### src/rtl/msc_pkg.sv
// Package: shared types, codes and address helpers of the MESI snooping cache controller.
`default_nettype none

package msc_pkg;

  // MESI line states
  typedef enum logic [1:0] {
    ST_I = 2'd0,
    ST_S = 2'd1,
    ST_E = 2'd2,
    ST_M = 2'd3
  } mesi_t;

  // request kinds
  localparam logic [1:0] KIND_CPU_RD = 2'd0;
  localparam logic [1:0] KIND_CPU_WR = 2'd1;
  localparam logic [1:0] KIND_SNP_RD = 2'd2;
  localparam logic [1:0] KIND_SNP_WR = 2'd3;

  // result status codes
  localparam logic [1:0] STAT_HIT     = 2'd0;
  localparam logic [1:0] STAT_MISS    = 2'd1;
  localparam logic [1:0] STAT_BUSY    = 2'd2;
  localparam logic [1:0] STAT_PENDING = 2'd3;

  // bus request codes
  localparam logic [1:0] BREQ_NONE  = 2'd0;
  localparam logic [1:0] BREQ_RD    = 2'd1;
  localparam logic [1:0] BREQ_RDX   = 2'd2;
  localparam logic [1:0] BREQ_UPGR  = 2'd3;

  // configuration register indexes
  localparam logic [1:0] CFG_SET_BITS   = 2'd0;
  localparam logic [1:0] CFG_BLOCK_BITS = 2'd1;
  localparam logic [1:0] CFG_WAYS       = 2'd2;
  localparam logic [1:0] CFG_OWN_ID     = 2'd3;

  localparam logic [7:0] MEM_CYCLES = 8'd100;

  // one result as produced by the lookup logic
  typedef struct packed {
    logic [1:0] status;
    logic       snoop_hit;
    logic [1:0] bus_req;
    logic [1:0] way;
    logic [1:0] nst;
    logic       wb;
    logic       ev;
    logic       inv;
    logic [7:0] cyc;
    logic [9:0] bytes;
  } msc_result_t;

  // array update controls from the lookup logic
  typedef struct packed {
    logic  state_we;
    logic  tag_we;
    logic  stamp_we;
    mesi_t nst;
  } msc_upd_t;

  // set number of an address (not yet cut to the index width)
  function automatic logic [31:0] addr_set(input logic [31:0] addr,
                                           input logic [3:0] sb,
                                           input logic [3:0] bb);
    addr_set = (addr >> bb) & ((32'd1 << sb) - 32'd1);
  endfunction

  // tag of an address
  function automatic logic [31:0] addr_tag(input logic [31:0] addr,
                                           input logic [3:0] sb,
                                           input logic [3:0] bb);
    addr_tag = addr >> ({1'b0, sb} + {1'b0, bb});
  endfunction

endpackage

`default_nettype wire

### src/rtl/msc_lookup.sv
// Lookup logic: way compare, victim choice and MESI transitions for one request.
`default_nettype none

module msc_lookup #(
  parameter int WAYS  = 4,
  parameter int WAY_W = 2
) (
  input  wire logic [1:0]             kind,
  input  wire logic [3:0]             requester,
  input  wire logic                   bus_busy,
  input  wire logic [3:0]             bus_owner,
  input  wire logic                   remote_has_copy,
  input  wire logic                   data_wanted,
  input  wire logic [3:0]             own_id,
  input  wire logic [2:0]             nways,
  input  wire logic [3:0]             bb,
  input  wire logic [31:0]            tag,
  input  wire msc_pkg::mesi_t [WAYS-1:0] st_row,
  input  wire logic [WAYS-1:0][31:0]  tags,
  input  wire logic [WAYS-1:0][31:0]  stamps,
  output msc_pkg::msc_result_t        res,
  output msc_pkg::msc_upd_t           upd,
  output logic      [WAY_W-1:0]       upd_way
);

  import msc_pkg::*;

  logic             hit;
  int               hit_i;
  logic [WAY_W-1:0] hit_way;
  logic             inv_found;
  int               vic_i;
  logic [31:0]      min_stamp;
  logic [WAY_W-1:0] vic_way;
  mesi_t            hit_st;
  mesi_t            vic_st;
  logic [8:0]       bsize;
  logic             wr;

  // find the lowest valid way whose tag matches
  always_comb begin
    hit   = 1'b0;
    hit_i = 0;
    for (int w = 0; w < WAYS; w++) begin
      if ((w < int'(nways)) && !hit && (st_row[w] != ST_I) && (tags[w] == tag)) begin
        hit   = 1'b1;
        hit_i = w;
      end
    end
  end

  // pick the first invalid way, else the oldest stamp (lowest way on a tie)
  always_comb begin
    inv_found = 1'b0;
    vic_i     = 0;
    min_stamp = stamps[0];
    for (int w = 0; w < WAYS; w++) begin
      if ((w < int'(nways)) && !inv_found) begin
        if (st_row[w] == ST_I) begin
          inv_found = 1'b1;
          vic_i     = w;
        end else if (stamps[w] < min_stamp) begin
          min_stamp = stamps[w];
          vic_i     = w;
        end
      end
    end
  end

  assign hit_way = WAY_W'(hit_i);
  assign vic_way = WAY_W'(vic_i);
  assign hit_st  = st_row[hit_way];
  assign vic_st  = st_row[vic_way];
  assign bsize   = 9'd1 << bb;
  assign wr      = (kind == KIND_CPU_WR);

  // decide the outcome and the array updates
  always_comb begin
    res     = '0;
    upd     = '0;
    upd.nst = ST_I;
    upd_way = hit_way;
    priority if ((kind == KIND_SNP_RD) || (kind == KIND_SNP_WR)) begin
      if ((requester != own_id) && hit) begin
        res.snoop_hit = 1'b1;
        res.way       = 2'(hit_i);
        upd.state_we  = 1'b1;
        upd.nst       = hit_st;
        if (hit_st == ST_M) begin
          res.wb    = 1'b1;
          res.cyc   = MEM_CYCLES;
          res.bytes = {1'b0, bsize};
        end
        if (kind == KIND_SNP_WR) begin
          upd.nst = ST_I;
        end else begin
          if ((hit_st == ST_E) || (hit_st == ST_M)) begin
            upd.nst = ST_S;
          end
          if (data_wanted) begin
            res.bytes = res.bytes + {1'b0, bsize};
            res.cyc   = res.cyc + 8'(bsize >> 1);
          end
        end
        res.nst = upd.nst;
      end
    end else if (bus_busy && (bus_owner == requester)) begin
      res.status = STAT_PENDING;
    end else if (hit) begin
      if (wr && (hit_st != ST_M) && bus_busy) begin
        res.status = STAT_BUSY;
      end else begin
        upd.state_we = 1'b1;
        upd.stamp_we = 1'b1;
        upd.nst      = hit_st;
        if (wr && (hit_st != ST_M)) begin
          res.inv     = (hit_st == ST_S);
          res.bus_req = BREQ_UPGR;
          upd.nst     = ST_M;
        end
        res.way = 2'(hit_i);
        res.nst = upd.nst;
      end
    end else if (bus_busy) begin
      res.status = STAT_BUSY;
    end else begin
      // fill the victim way
      res.status   = STAT_MISS;
      upd_way      = vic_way;
      upd.state_we = 1'b1;
      upd.tag_we   = 1'b1;
      upd.stamp_we = 1'b1;
      if (vic_st == ST_M) begin
        res.wb    = 1'b1;
        res.cyc   = MEM_CYCLES;
        res.bytes = {1'b0, bsize};
      end
      res.ev = (vic_st != ST_I);
      if (wr) begin
        res.bus_req = BREQ_RDX;
        res.inv     = remote_has_copy;
        res.cyc     = res.cyc + MEM_CYCLES;
        upd.nst     = ST_M;
      end else begin
        res.bus_req = BREQ_RD;
        if (remote_has_copy) begin
          upd.nst = ST_S;
        end else begin
          res.cyc = res.cyc + MEM_CYCLES;
          upd.nst = ST_E;
        end
      end
      res.bytes = res.bytes + {1'b0, bsize};
      res.way   = 2'(vic_i);
      res.nst   = upd.nst;
    end
  end

endmodule

`default_nettype wire

### config.mk
export PLATFORM = sky130hd
export DESIGN_NAME = msc_lookup
export DESIGN_NICKNAME = d
export VERILOG_FILES = /design/src/rtl/msc_pkg.sv /design/src/rtl/msc_lookup.sv
export SDC_FILE = /design/constraint.sdc
export NUM_CORES = 1
export LEC_CHECK = 0
export ABC_CLOCK_PERIOD_IN_PS = 18650
export BUFFER_PORTS_ARGS = -buffer_cell sky130_fd_sc_hd__buf_4
export CAP_MARGIN = 20
export CORE_AREA = 2 2 140 142
export DETAILED_ROUTE_END_ITERATION = 10
export DIE_AREA = 0 0 142 144
export MAX_ROUTING_LAYER = met4
export PLACE_DENSITY = 0.64
export SYNTH_ARGS = -nofsm -noshare
export SYNTH_HDL_FRONTEND = slang
export SYNTH_SLANG_ARGS = --single-unit
### constraint.sdc
create_clock -name vclk -period 18.65
set_clock_uncertainty 0.2 [all_clocks]
set_input_delay 0.9325 -clock vclk [all_inputs]
set_output_delay 0.9325 -clock vclk [all_outputs]
set_load 0.01 [all_outputs]
; Yosys cells after proc, flatten, opt, wreduce, memory -nomap -nowiden
; Index checks and enable logic that the tools add are counted.
; Widths: inputs -> output; s select.
[totals]
regBits = 0
output_inout_bits = 37
input_bits = 320
[op_classes]
n_reduce_logical = 35
muxes = 91
eq_ne = 14
shifts = 1
add_sub_neg = 4
n_lt_le_gt_ge = 9
[op_table]
columns = operator, n
row1 = $mux 18, 11
row2 = $mux 32, 6
row3 = $eq 32x32->1, 4
row4 = $lt 32x32->1, 3
row5 = $mux 2, 32
row6 = $mux 27, 2
row7 = $mux 17, 2
row8 = $mux 1, 26
row9 = $add 10x9->10, 2
row10 = $mux 5, 4
row11 = $logic_and 1x1->1, 18
row12 = $mux 8, 2
row13 = $mux 6, 2
row14 = $eq 2x2->1 const B, 5
row15 = $reduce_bool 2->1, 5
row16 = $shl 1x4->9 const A, 1
row17 = $add 8x7->8 const B, 1
row18 = $add 8x8->8, 1
row19 = $bmux 2 s2, 2
row20 = $logic_not 2->1, 4
row21 = $logic_not 1->1, 6
row22 = $lt 1x3->1 const A, 2
row23 = $lt 2x3->1 const A, 2
row24 = $lt 2x3->1 const B, 2
row25 = 6 further kinds, 9

; Longest topological paths before layout
[logic_depth]
word_depth = 30
mapped_depth = 35

; Worst setup path after synthesis
; Ideal clock, no wire load.
[synth_timing]
kind = in2out
startpoint = in stamps[11] (netlist bit)
endpoint = out res[12] (netlist bit)
n_path_buf = 3
setup_slack_ps = 9793
t_required_ps = 17517
stages = 35
arrival_time_ps = 7725
cell_sequence = inv_1 > ha_1 > a21oi_2 > o21a_1 > o221ai_2 > o31a_4 > nor2_1 > clkbuf_1 > mux2i_1 > ha_1 > and3_1 > a221o_1 > a221oi_2 > nand4b_1 > a21oi_1 > o21ai_2 > buf_2 > nand2_1 > o21ai_0 > ha_1 > a211oi_1 > o21ai_0 > a221o_1 > a31o_2 > nor3_1 > a21boi_0 > a21oi_1 > and3_2 > a221o_1 > o211a_1 > buf_6 > ha_1 > nand3_1 > o31a_1 > o21ai_0
[synth_rtl]
columns = element, line_no
row1 = start: declaration, msc_lookup.sv:20  ; input wire logic [WAYS-1:0][31:0] stamps,
row2 = end: declaration, msc_lookup.sv:21  ; output msc_pkg::msc_result_t res,

==> flow_metrics.env <==
export IMPL_status="completed"
export IMPL_hold_path_class="primary input to primary output"
export IMPL_multi_input_area_mm2=0.00595
export IMPL_synth_fp_nets=1297
export IMPL_io_pin_count=357
export IMPL_worstSetupStartpointType="primary input"
export IMPL_clock_power_share=0
export IMPL_vias=7847
export IMPL_synth_area_per_cell_um2=7.11
export IMPL_track_usage=0.272
export IMPL_coreArea_mm2=0.0191
export IMPL_portBuffers=357
export IMPL_internal_power_uw=118
export IMPL_gp_congestion=0.962
export IMPL_dr_pass1_iters=5
export IMPL_muxShareOfSynthArea=0.0689
export IMPL_cp_common_cell="ha_1"
export IMPL_antenna_left=0
export IMPL_fin_crit_ns=10.53
export IMPL_fmax_mhz=94.9
export IMPL_synth_compound_area_share=0.193
export IMPL_antenna_found_initial=0
export IMPL_p_sw_frac=0.527
export IMPL_crit_fanout=33
export IMPL_yosysWarnings=0
export IMPL_synthTopCellsByCount="xor2_1 (123), ha_1 (101), nand2_1 (74), nor2_1 (66), o21ai_0 (60)"
export IMPL_ctsResizeCount=0
export IMPL_ys_types=70
export IMPL_fill_cells=1956
export IMPL_p_leak_nw=4.46
export IMPL_synth_top_area_share=0.203
export IMPL_std_cell_rows=51
export IMPL_p_comb_frac=1.000
export IMPL_synth_top_area_cell="ha_1"
export IMPL_rsz0062_at_grt="no"
export IMPL_start_util=0.326
export IMPL_hold_worst_slack_ns=2.00
export IMPL_tns_ns=0
export IMPL_drv_cap=0
export IMPL_ir_drop_mv=0.0127
export IMPL_crit_required_ns=17.52
export IMPL_area_delta_synth_final_pct=46.8
export IMPL_yosys_area_share_adder=0.203
export IMPL_power_density_mw_per_mm2=27.4
export IMPL_cts_hold_fix_buffers=0
export IMPL_synth_most_common_cell="xor2_1"
export IMPL_worstSetupPathType="primary input to primary output"
export IMPL_post_drt_via_cell_ratio=5.41
export IMPL_crit_slowest_cell="nor2_4"
export IMPL_tightest_slew_ns=0.982
export IMPL_relSlewSlack=0.339
export IMPL_finalWirelength_mm=28.8
export IMPL_synth_area_leaders="ha_1 (20%), xor2_1 (17%), mux2i_1 (6.4%), o21ai_0 (4.8%), nor4_1 (4.5%)"
export IMPL_synth_cell_area_mm2=0.00622
export IMPL_synth_xor_xnor_area_share=0.200
export IMPL_power_frac_seq=0
export IMPL_hold_violations=0
export IMPL_fp_dieH_um=144
export IMPL_setup_violations_final=0
export IMPL_switchingPower_uw=132
export IMPL_final_nets=1636
export IMPL_seq_cells=0
export IMPL_synth_simple_area_share=0.289
export IMPL_routedWlPerCell_um=19.8
export IMPL_ys_seq_area_frac=0
export IMPL_grt_pass1_wl_mm=42.0
export IMPL_synth_top_family_by_area="simple AND/OR/NAND/NOR gates"
export IMPL_slowest_delay_ns=0.61
export IMPL_period_share=0.565
export IMPL_drtIter0Drc=292
export IMPL_overflow=0
export IMPL_slew_violations=0
export IMPL_critPathCaptureType="primary output"
export IMPL_grt_max_degree=34
export IMPL_drive_above_1_share=0.318
export IMPL_arrival_ns=9.40
export IMPL_grt_pass1_vias=7851
export IMPL_post_cts_buffers=0
export IMPL_dieArea_mm2=0.0204
export IMPL_ff_latch_area_um2=0
export IMPL_syn_inst=876
export IMPL_antenna_cells=0
export IMPL_hpwl_mm=25.9
export IMPL_clock_buffers=0
export IMPL_chipWidth_um=142
export IMPL_drcViolationCount=0
## cell usage in the layout, fill, tap and decap left out, types with 4 or more instances in the layout
master      n
and2_1      5
nor3_1     30
o22ai_1     4
and3_1     11
nand4_1    32
nor4_1     45
or3_1       5
a22oi_1     4
o31ai_1     4
nor2_1     65
a211oi_1    5
nand2b_1    9
nand3_1    29
xnor2_1    19
buf_4     358
nand4b_1    7
a21o_1      9
a21boi_0    5
mux2i_1    40
nor2b_1     9
nor3b_1     4
ha_1      101
nand2_1    74
inv_1      44
xor2_1    123
o21ai_0    60
a21oi_1    36
o21a_1      7
o221ai_1    4
a31oi_1     6
or2_2       6
## per-stage QoR
step,cells,util,setup slack [ns],cell area [um^2],power [mW]
6_report,1451,0.479,8.12,9140,0.250
5_1_grt,1451,0.479,7.32,9140,0.278
4_1_cts,1451,0.479,8.15,9140,0.250
3_5_place_dp,1451,0.479,8.17,9140,0.249
3_3_place_gp,1450,0.478,8.17,9110,0.247
2_1_floorplan,876,-,9.79,6220,0.137
## final timing paths
kind	start	endpoint	slack [ns]	cells past startpoint
worst max-delay path	stamps[27]	res[12]	8.12	35
worst min-delay path	kind[1]	res[29]	2.00	3
## routing by layer
metal / global-route usage / wire, um / up-vias
met2: 0.510 / 14800 / 300
met5: - / 0 / -
met1: 0.306 / 11300 / 3572
met4: 0.0842 / 1100 / 0
met3: 0.0262 / 1490 / 52
li1: - / - / 3923
## cell type report
type | instances | area share
multi-input cells | 809 | 0.651
repair buffers | 359 | 0.297
well taps | 238 | 0.0326
inverters | 45 | 0.0193
## logic make-up (layout without fill, tap and decap cells)
group,Yosys count,in the layout
compound gates,179,179
xor+xnor,142,142
fa+ha+maj,101,101
buf+inv,67,404
mux,42,42
simple gates,345,345
## worst max-delay path: cells and delay by family
kind                     cells  cell delay [ns]
AND/OR/NAND/NOR             13             2.88
AO/OA/AOI/OAI               12             3.17
adder cells (fa/ha/maj)      4             1.17
buffers and inverters        5             0.91
multiplexers                 1             0.29
## power by group through the flow
| stage | combinational [mW] | clock (mW) | sequential, mW |
|---|---|---|---|
| 2_1_floorplan | 0.137 | 0 | 0 |
| 3_3_place_gp | 0.247 | 0 | 0 |
| 3_5_place_dp | 0.249 | 0 | 0 |
| 4_1_cts | 0.250 | 0 | 0 |
| 5_1_grt | 0.278 | 0 | 0 |
| 6_report | 0.250 | 0 | 0 |
No activity file was read; power rests on OpenSTA's default activity.
